## src/hw/rtl/rfpe_pkg.sv

```systemverilog
// shared types, constants and helpers for the remote frame pulse encoder
// no dependencies; imported by rfpe_front, rfpe_back and the top level
`timescale 1ns / 1ps

package rfpe_pkg;

  localparam int CmdW    = 7;
  localparam int AddrW   = 7;
  localparam int RepW    = 4;
  localparam int TickW   = 8;
  localparam int BitPosW = 5;
  localparam int PaddrW  = 4;
  localparam int PdataW  = 32;

  // bit positions within one frame
  localparam logic [BitPosW-1:0] FirstAddrBit = 5'd1;
  localparam logic [BitPosW-1:0] LastAddrBit  = 5'd7;
  localparam logic [BitPosW-1:0] FirstCmdBit  = 5'd8;
  localparam logic [BitPosW-1:0] LastCmdBit   = 5'd14;
  localparam logic [BitPosW-1:0] LastBit      = 5'd16;

  // register reset values
  localparam logic [AddrW-1:0] AddrReset    = 7'h47;
  localparam logic [RepW-1:0]  RepReset     = 4'd3;
  localparam logic [TickW-1:0] AgcLowReset  = 8'd16;
  localparam logic [TickW-1:0] AgcHighReset = 8'd8;

  // segment lengths of one data bit
  localparam logic [TickW-1:0] OneTick    = 8'd1;
  localparam logic [TickW-1:0] ThreeTicks = 8'd3;

  // request queue between front and back
  localparam logic [1:0] QueueFull = 2'd2;

  typedef enum logic {
    ITEM_TICK = 1'b0,
    ITEM_LOAD = 1'b1
  } rfpe_kind_t;

  typedef struct packed {
    rfpe_kind_t       kind;
    logic [CmdW-1:0]  command;
  } rfpe_item_t;

  typedef struct packed {
    logic [AddrW-1:0] device_address;
    logic [RepW-1:0]  repeat_count;
    logic [TickW-1:0] agc_low_ticks;
    logic [TickW-1:0] agc_high_ticks;
  } rfpe_cfg_t;

  typedef enum logic [1:0] {
    REG_ADDR     = 2'd0,
    REG_REPEAT   = 2'd1,
    REG_AGC_LOW  = 2'd2,
    REG_AGC_HIGH = 2'd3
  } rfpe_reg_t;

  // zero lengths act as one
  function automatic logic [TickW-1:0] ticks_at_least_one(input logic [TickW-1:0] v);
    ticks_at_least_one = (v == '0) ? OneTick : v;
  endfunction

  function automatic logic [RepW-1:0] rep_at_least_one(input logic [RepW-1:0] v);
    rep_at_least_one = (v == '0) ? 4'd1 : v;
  endfunction

endpackage

```

## src/hw/rtl/remote_frame_pulse_encoder.sv

```systemverilog
// top level of the remote frame pulse encoder: register file, front end and back end
// depends on rfpe_pkg, rfpe_front and rfpe_back
// a request is written into the queue on acceptance and its result into the output register when popped
// throughput: one request per cycle while out_ready does not stall the output; the frame sequencer
// handles one request a cycle and a two-entry queue plus the output register keep input and output apart
// reset: synchronous active-low rst_n; registers return to address 0x47, three frames,
// agc 16 low / 8 high; sequencer idle with the line released, queue and output empty
`timescale 1ns / 1ps

module remote_frame_pulse_encoder (
  input  logic                          clk,
  input  logic                          rst_n,
  // request channel
  input  logic                          in_valid,
  output logic                          in_ready,
  input  logic                          in_op,
  input  logic [rfpe_pkg::CmdW-1:0]     in_command,
  // result channel
  output logic                          out_valid,
  input  logic                          out_ready,
  output logic                          out_line_level,
  output logic                          out_busy_res,
  output logic                          out_load_accepted,
  // register port
  input  logic                          psel,
  input  logic                          penable,
  input  logic                          pwrite,
  input  logic [rfpe_pkg::PaddrW-1:0]   paddr,
  input  logic [rfpe_pkg::PdataW-1:0]   pwdata,
  output logic [rfpe_pkg::PdataW-1:0]   prdata,
  output logic                          pready
);
  import rfpe_pkg::*;

  rfpe_cfg_t   cfg_r, cfg_nxt;
  rfpe_reg_t   reg_sel;
  logic        reg_wr;
  logic        q_valid, q_ready;
  rfpe_item_t  q_item;

  // ---------------------------------------------------------------------------
  // register file: word addressed, low address bits ignored, no wait states
  // ---------------------------------------------------------------------------
  assign pready  = 1'b1;
  assign reg_sel = rfpe_reg_t'(paddr[3:2]);
  assign reg_wr  = psel && penable && pwrite && pready;

  always_comb begin
    cfg_nxt = cfg_r;
    if (reg_wr) begin
      case (reg_sel)
        REG_ADDR:     cfg_nxt.device_address = pwdata[AddrW-1:0];
        REG_REPEAT:   cfg_nxt.repeat_count   = pwdata[RepW-1:0];
        REG_AGC_LOW:  cfg_nxt.agc_low_ticks  = pwdata[TickW-1:0];
        REG_AGC_HIGH: cfg_nxt.agc_high_ticks = pwdata[TickW-1:0];
        default:      cfg_nxt = cfg_r;
      endcase
    end
  end

  // readback, zero extended to the bus width
  always_comb begin
    case (reg_sel)
      REG_ADDR:     prdata = PdataW'(cfg_r.device_address);
      REG_REPEAT:   prdata = PdataW'(cfg_r.repeat_count);
      REG_AGC_LOW:  prdata = PdataW'(cfg_r.agc_low_ticks);
      REG_AGC_HIGH: prdata = PdataW'(cfg_r.agc_high_ticks);
      default:      prdata = '0;
    endcase
  end

  always_ff @(posedge clk) begin
    if (!rst_n) begin
      cfg_r.device_address <= AddrReset;
      cfg_r.repeat_count   <= RepReset;
      cfg_r.agc_low_ticks  <= AgcLowReset;
      cfg_r.agc_high_ticks <= AgcHighReset;
    end else begin
      cfg_r <= cfg_nxt;
    end
  end

  // ---------------------------------------------------------------------------
  // front end: classifies each request as tick or load and queues it
  // ---------------------------------------------------------------------------
  rfpe_front u_front (
    .clk        (clk),
    .rst_n      (rst_n),
    .in_valid   (in_valid),
    .in_ready   (in_ready),
    .in_op      (in_op),
    .in_command (in_command),
    .q_valid    (q_valid),
    .q_item     (q_item),
    .q_ready    (q_ready)
  );

  // ---------------------------------------------------------------------------
  // back end: frame sequencer (bus reset, agc header, 17 pulse-distance bits,
  // repeated per the repeat register) with the registered result
  // ---------------------------------------------------------------------------
  rfpe_back u_back (
    .clk               (clk),
    .rst_n             (rst_n),
    .q_valid           (q_valid),
    .q_item            (q_item),
    .q_ready           (q_ready),
    .cfg               (cfg_r),
    .out_valid         (out_valid),
    .out_ready         (out_ready),
    .out_line_level    (out_line_level),
    .out_busy_res      (out_busy_res),
    .out_load_accepted (out_load_accepted)
  );

  // ---------------------------------------------------------------------------
  // checks
  // ---------------------------------------------------------------------------
  // a taken load already shows the released bus reset tick
  a_load_starts_frame: assert property (@(posedge clk) disable iff (!rst_n)
    out_valid && out_load_accepted |-> out_busy_res && out_line_level)
    else $error("accepted load without busy released line");

  // when no frame is in progress the line is released
  a_idle_released: assert property (@(posedge clk) disable iff (!rst_n)
    out_valid && !out_busy_res |-> out_line_level)
    else $error("line driven low while idle");

  // a request that reaches the back end with the output free shows up next cycle
  a_queue_to_output: assert property (@(posedge clk) disable iff (!rst_n)
    q_valid && q_ready |=> out_valid)
    else $error("popped request produced no result");

endmodule

```

## src/hw/rtl/rfpe_front.sv

```systemverilog
// front end: takes requests, classifies them and holds them in a two-entry queue
// depends on rfpe_pkg
`timescale 1ns / 1ps

module rfpe_front (
  input  logic                        clk,
  input  logic                        rst_n,
  input  logic                        in_valid,
  output logic                        in_ready,
  input  logic                        in_op,
  input  logic [rfpe_pkg::CmdW-1:0]   in_command,
  output logic                        q_valid,
  output rfpe_pkg::rfpe_item_t        q_item,
  input  logic                        q_ready
);
  import rfpe_pkg::*;

  rfpe_item_t  entry_r [2];
  rfpe_item_t  item;
  logic        wr_ptr_r, wr_ptr_nxt;
  logic        rd_ptr_r, rd_ptr_nxt;
  logic [1:0]  count_r, count_nxt;
  logic        push, pop;

  // command only matters for a load
  always_comb begin
    item.kind    = in_op ? ITEM_LOAD : ITEM_TICK;
    item.command = in_op ? in_command : '0;
  end

  assign in_ready = (count_r != QueueFull);
  assign q_valid  = (count_r != 2'd0);
  assign q_item   = entry_r[rd_ptr_r];
  assign push     = in_valid && in_ready;
  assign pop      = q_valid && q_ready;

  always_comb begin
    wr_ptr_nxt = push ? ~wr_ptr_r : wr_ptr_r;
    rd_ptr_nxt = pop ? ~rd_ptr_r : rd_ptr_r;
    count_nxt  = count_r;
    if (push && !pop) begin
      count_nxt = count_r + 2'd1;
    end else if (pop && !push) begin
      count_nxt = count_r - 2'd1;
    end
  end

  always_ff @(posedge clk) begin
    if (!rst_n) begin
      wr_ptr_r <= 1'b0;
      rd_ptr_r <= 1'b0;
      count_r  <= 2'd0;
    end else begin
      wr_ptr_r <= wr_ptr_nxt;
      rd_ptr_r <= rd_ptr_nxt;
      count_r  <= count_nxt;
    end
  end

  always_ff @(posedge clk) begin
    if (push) begin
      entry_r[wr_ptr_r] <= item;
    end
  end

endmodule

```

## src/hw/rtl/rfpe_back.sv

```systemverilog
// back end: frame sequencer (one tick per tick request, a load starts a frame when idle) plus output register
// depends on rfpe_pkg
`timescale 1ns / 1ps

module rfpe_back (
  input  logic                   clk,
  input  logic                   rst_n,
  input  logic                   q_valid,
  input  rfpe_pkg::rfpe_item_t   q_item,
  output logic                   q_ready,
  input  rfpe_pkg::rfpe_cfg_t    cfg,
  output logic                   out_valid,
  input  logic                   out_ready,
  output logic                   out_line_level,
  output logic                   out_busy_res,
  output logic                   out_load_accepted
);
  import rfpe_pkg::*;

  typedef enum logic [2:0] {
    PH_IDLE   = 3'd0,
    PH_BRESET = 3'd1,
    PH_AGCLO  = 3'd2,
    PH_AGCHI  = 3'd3,
    PH_BITLO  = 3'd4,
    PH_BITHI  = 3'd5
  } phase_t;

  phase_t              phase_r, phase_nxt;
  logic [TickW-1:0]    tick_left_r, tick_left_nxt, tick_dec;
  logic [BitPosW-1:0]  bit_pos_r, bit_pos_nxt;
  logic [RepW-1:0]     repeat_done_r, repeat_done_nxt, repeat_inc;
  logic [CmdW-1:0]     cmd_r, cmd_nxt;
  logic                line_r, line_nxt;
  logic                accepted;
  logic                pop;
  logic                out_valid_r, out_valid_nxt;
  logic                out_line_r, out_line_nxt;
  logic                out_busy_r, out_busy_nxt;
  logic                out_acc_r, out_acc_nxt;

  function automatic logic frame_bit(input logic [BitPosW-1:0] pos,
                                     input logic [AddrW-1:0]   addr,
                                     input logic [CmdW-1:0]    cmd);
    logic [BitPosW-1:0] idx;
    idx = '0;
    if (pos == '0 || pos > LastCmdBit) begin
      frame_bit = 1'b1;
    end else if (pos <= LastAddrBit) begin
      idx       = pos - FirstAddrBit;
      frame_bit = addr[idx[2:0]];
    end else begin
      idx       = pos - FirstCmdBit;
      frame_bit = cmd[idx[2:0]];
    end
  endfunction

  assign q_ready = !out_valid_r || out_ready;
  assign pop     = q_valid && q_ready;

  always_comb begin
    phase_nxt       = phase_r;
    tick_left_nxt   = tick_left_r;
    bit_pos_nxt     = bit_pos_r;
    repeat_done_nxt = repeat_done_r;
    cmd_nxt         = cmd_r;
    line_nxt        = line_r;
    accepted        = 1'b0;
    tick_dec        = (tick_left_r != '0) ? tick_left_r - 8'd1 : '0;
    repeat_inc      = repeat_done_r + 4'd1;

    if (pop) begin
      if (q_item.kind == ITEM_LOAD) begin
        if (phase_r == PH_IDLE) begin
          cmd_nxt         = q_item.command;
          repeat_done_nxt = '0;
          bit_pos_nxt     = '0;
          phase_nxt       = PH_BRESET;
          tick_left_nxt   = OneTick;
          line_nxt        = 1'b1;
          accepted        = 1'b1;
        end
      end else if (phase_r != PH_IDLE) begin
        tick_left_nxt = tick_dec;
        if (tick_dec == '0) begin
          case (phase_r)
            PH_BRESET: begin
              phase_nxt     = PH_AGCLO;
              tick_left_nxt = ticks_at_least_one(cfg.agc_low_ticks);
              line_nxt      = 1'b0;
            end
            PH_AGCLO: begin
              phase_nxt     = PH_AGCHI;
              tick_left_nxt = ticks_at_least_one(cfg.agc_high_ticks);
              line_nxt      = 1'b1;
            end
            PH_AGCHI: begin
              bit_pos_nxt   = '0;
              phase_nxt     = PH_BITLO;
              tick_left_nxt = OneTick;
              line_nxt      = 1'b0;
            end
            PH_BITLO: begin
              phase_nxt     = PH_BITHI;
              tick_left_nxt = frame_bit(bit_pos_r, cfg.device_address, cmd_r)
                              ? ThreeTicks : OneTick;
              line_nxt      = 1'b1;
            end
            PH_BITHI: begin
              if (bit_pos_r < LastBit) begin
                bit_pos_nxt   = bit_pos_r + 5'd1;
                phase_nxt     = PH_BITLO;
                tick_left_nxt = OneTick;
                line_nxt      = 1'b0;
              end else if (repeat_inc >= rep_at_least_one(cfg.repeat_count)) begin
                repeat_done_nxt = '0;
                bit_pos_nxt     = '0;
                phase_nxt       = PH_IDLE;
                tick_left_nxt   = '0;
                line_nxt        = 1'b1;
              end else begin
                repeat_done_nxt = repeat_inc;
                phase_nxt       = PH_BRESET;
                tick_left_nxt   = OneTick;
                line_nxt        = 1'b1;
              end
            end
            default: begin
              phase_nxt     = PH_IDLE;
              tick_left_nxt = '0;
              line_nxt      = 1'b1;
            end
          endcase
        end
      end
    end

    // output register: refill on every pop, drain when taken
    out_valid_nxt = pop ? 1'b1 : (out_valid_r && !out_ready);
    out_line_nxt  = pop ? line_nxt : out_line_r;
    out_busy_nxt  = pop ? (phase_nxt != PH_IDLE) : out_busy_r;
    out_acc_nxt   = pop ? accepted : out_acc_r;
  end

  always_ff @(posedge clk) begin
    if (!rst_n) begin
      phase_r       <= PH_IDLE;
      tick_left_r   <= '0;
      bit_pos_r     <= '0;
      repeat_done_r <= '0;
      cmd_r         <= '0;
      line_r        <= 1'b1;
      out_valid_r   <= 1'b0;
    end else begin
      phase_r       <= phase_nxt;
      tick_left_r   <= tick_left_nxt;
      bit_pos_r     <= bit_pos_nxt;
      repeat_done_r <= repeat_done_nxt;
      cmd_r         <= cmd_nxt;
      line_r        <= line_nxt;
      out_valid_r   <= out_valid_nxt;
    end
    out_line_r <= out_line_nxt;
    out_busy_r <= out_busy_nxt;
    out_acc_r  <= out_acc_nxt;
  end

  assign out_valid         = out_valid_r;
  assign out_line_level    = out_line_r;
  assign out_busy_res      = out_busy_r;
  assign out_load_accepted = out_acc_r;

endmodule
```

## config.mk

```make
export PLATFORM = sky130hd
export DESIGN_NAME = remote_frame_pulse_encoder
export DESIGN_NICKNAME = d
export VERILOG_FILES = /design/src/hw/rtl/rfpe_pkg.sv /design/src/hw/rtl/remote_frame_pulse_encoder.sv /design/src/hw/rtl/rfpe_front.sv /design/src/hw/rtl/rfpe_back.sv
export SDC_FILE = /design/constraint.sdc
export NUM_CORES = 1
export LEC_CHECK = 0
export ABC_AREA = 1
export BUFFER_PORTS_ARGS = -buffer_cell sky130_fd_sc_hd__clkbuf_2
export CORE_MARGIN = 5
export CORE_UTILIZATION = 45
export CTS_CLUSTER_DIAMETER = 200
export DETAILED_ROUTE_END_ITERATION = 8
export PLACE_DENSITY = 0.67
export SYNTH_ARGS = -nofsm -noshare
export SYNTH_HDL_FRONTEND = slang
export SYNTH_SLANG_ARGS = --single-unit
```

## constraint.sdc

```tcl
create_clock -name clk -period 3.7 [get_ports clk]
set_clock_uncertainty 0.05 [all_clocks]
set_input_delay 0.74 -clock clk [delete_from_list [all_inputs] [get_ports clk]]
set_output_delay 0.74 -clock clk [all_outputs]
set_load 0.03 [all_outputs]
```

==> results.tsv <==
metric	value	unit
run status	complete, no violations	
remaining global-route overflow	0	
initial antenna violation count	0	
clock-pin slew on the worst setup and hold paths	0.09	ns
die height	109.6	µm
Total Routing Usage GR	0.1707	
Area growth syn-to-layout	8.770	%
worst reg2reg path depth	9	
worst-case clock buffer depth	2	
number of remaining DRC errors	0	
Power, Total	3524	µW
met2 usage	0.2851	
synthesized flop and latch total	80	
HP Class	reg -> reg	
WS Path Type	reg -> reg	
Post-CTS Hold Buffers	0	
antenna diode instance count	0	
clock latency on the worst-skew pair	0.37	ns
via count	4006	
critical path depth	9	
WHS Path Cells	2	
gpl congestion	0.9013	
GRT Max-Usage Layer	met2	
total die area	12020	µm²
Slew @ Worst Pin	0.7944	ns
FP Rows	36	
total clock sinks	80	
H-tree Lvls	3	
final setup violation count	0	
Yosys warning count	0	
Yosys cell types	39	
Slew headroom	0.4684	
CTS tree	yes	
critical-path cell list	inv_2, nand2_1, nand2_1, ha_1, or2_1, nor2_2, nand2_1, nand2_1, a21oi_1	
final non-filler cell total	802	
Final Hold Fails	0	
VDD IR max	0.4060	mV
pwr/cell area	725.5	nW/µm²
CP peak stage delay	0.53	ns
TritonRoute pass-1 iters	4	
Filler cells	976	
PostCTS Resize Cnt	0	
period utilization	0.7353	
mapped cell area	4466	µm²
register area share after synthesis	0.4012	
setup TNS	0	ns
Via-to-Cell Ratio	4.995	
Worst Slack Setup Final	0.9794	ns
Mapped Cells	630	
# nets final	727	
Avg Synthesized Cell Area	7.088	µm²
Final HPWL DP	7.353	mm
met3 GRT Util	0.03817	
FMAX	367.6	MHz
fin. max-slew vios	0	
maxcap violations	0	
register area	1792	µm²
Place WS	1.036	ns
DRT iter0 DRCs	250	
Root Driver	clkbuf_8	
Core ar.	9729	µm²
post-layout min period	2.721	ns
CP delay by family, top	simple AND/OR/NAND/NOR gates	
Crit Path Max Fanout	11	
Detailed Route WL	9.891	mm
Setup Fix Bufs, Post-CTS	0	
met1 usage in global routing	0.2171	
layout cells sized above 1	0.1166	
Starting Density	0.4590	
largest net degree at the start of global routing	35	
crit start category	flop	
first-pass GRT wire length	16.37	mm
area occupied by multi-input gates	2165	µm²
cell total after placement	786	
CP endpoint kind	flop	
Top Ports	89	
Lkg Pwr	0.002221	µW
DR WL/cell	12.33	µm
Req. time, crit path	3.89	ns
PortBufs	37	
Detail Route Antenna Nets	0	
die span in x	109.6	µm
RSZ-0062 raised after global routing	false	
Worst Path Arrival	2.91	ns
TritonCTS Buffers	9	
vias in the first global route	3708	
worst path bufs/invs	1	
Worst path slowest cell	dfxtp_1	
most frequent CP cell	nand2_1	
==> logic make-up after synthesis <==
group	after synthesis	synth area share
other cells	2	0.001682
xor+xnor	4	0.007847
flops	80	0.4012
buf+inv	130	0.1334
compound gates	116	0.1449
fa+ha+maj	12	0.03362
simple gates	286	0.2774
==> report_power, final <==
part | switching (µW) | internal, µW | total, µW
Clock | 338 | 314 | 652
Sequential | 88.1 | 1040 | 1120
Combinational | 1240 | 511 | 1750
==> state kept, by name (all words and copies together), names as in the netlist, 2 cells and up, named ones only <==
| register | flops |
|---|---|
| u_front.entry_r | 16 |
| u_back.tick_left_r | 8 |
| u_back.cmd_r | 7 |
| u_front.count_r | 2 |
| cfg_r | 27 |
| u_back.repeat_done_r | 4 |
| u_back.bit_pos_r | 5 |
| u_back.phase_r | 3 |
==> cell usage in the layout (no fill, tap or decap), types with 8 or more instances in the layout <==
| cell type | count |
|---|---|
| nand2_1 | 175 |
| inv_1 | 82 |
| dfxtp_1 | 61 |
| a21oi_1 | 55 |
| nor2_1 | 42 |
| nand3_1 | 39 |
| clkbuf_2 | 37 |
| o21ai_0 | 28 |
| conb_1 | 25 |
| edfxtp_1 | 19 |
| ha_1 | 12 |
| clkbuf_8 | 9 |
| o22ai_1 | 8 |
==> area by class of cell <==
type / count / share of cell area
Multi-Input combinational cell: 443 / 0.4456
Inverter: 91 / 0.07032
Tap cell: 133 / 0.03426
Sequential cell: 80 / 0.3689
Timing Repair Buffer: 39 / 0.04122
Clock buffer: 10 / 0.02628
Clock inverter: 6 / 0.01340
==> worst paths after layout <==
check / slack (ns) / from / end
hold reg to reg: 0.41 / u_back.cmd_r[4] / u_back.cmd_r[4]
hold / removal: 0.41 / u_back.cmd_r[4] / u_back.cmd_r[4]
setup / recovery: 0.98 / flop / u_back.bit_pos_r[0]
setup reg to reg: 0.98 / flop / u_back.bit_pos_r[0]
==> routing by layer <==
metal | vias to the layer above | wire length (µm)
li1 | 2060 | -
met1 | 1833 | 4508
met2 | 100 | 4731
met3 | 13 | 521
met4 | 0 | 129
met5 | - | 0
==> synthesized netlist by cell type <==
master | count | share of area
or2_1 | 1 | 0.0014
o211ai_1 | 4 | 0.0067
o21ai_0 | 28 | 0.031
o2111ai_1 | 4 | 0.0078
nor3_2 | 1 | 0.0022
nand2_4 | 2 | 0.0050
a21boi_0 | 1 | 0.0017
a31oi_1 | 1 | 0.0014
nor2_2 | 2 | 0.0028
o21bai_1 | 1 | 0.0017
nand3_1 | 39 | 0.044
nand4_1 | 7 | 0.0098
nor2_1 | 42 | 0.035
conb_1 | 2 | 0.0017
edfxtp_1 | 19 | 0.13
buf_4 | 25 | 0.042
xnor2_1 | 1 | 0.0020
clkbuf_2 | 1 | 0.0011
nor2_4 | 3 | 0.0076
clkbuf_1 | 8 | 0.0067
nand2_2 | 3 | 0.0042
nor3_1 | 5 | 0.0056
a31o_2 | 1 | 0.0020
or2_2 | 1 | 0.0014
nand3_2 | 5 | 0.011
dfxtp_1 | 61 | 0.27
o22ai_1 | 8 | 0.011
o221ai_1 | 3 | 0.0059
clkinv_1 | 3 | 0.0025
inv_1 | 82 | 0.069
buf_6 | 1 | 0.0025
a211oi_1 | 4 | 0.0067
a21oi_1 | 55 | 0.062
buf_2 | 4 | 0.0045
o21ai_1 | 6 | 0.0067
xor2_1 | 3 | 0.0059
ha_1 | 12 | 0.034
nand2_1 | 175 | 0.15
inv_2 | 6 | 0.0050
==> tightest hold or removal path, delay by kind of cell (launching register included) <==
| family | cells | cell delay [ns] |
|---|---|---|
| flops | 1 | 0.30 |
| compound gates | 1 | 0.06 |
| buf+inv | 1 | 0.06 |
==> stage by stage <==
step / hold WS, ns / utilization / cell area [µm²]
6_report: 0.4144 / 0.4992 / 4857
2_1_floorplan: 0.3755 / - / 4552
3_5_place_dp: 0.4002 / 0.4794 / 4664
3_3_place_gp: 0.3862 / 0.4794 / 4664
4_1_cts: 0.4126 / 0.4992 / 4857
5_1_grt: 0.4362 / 0.4992 / 4857
Power figures use the tool's default switching activity.
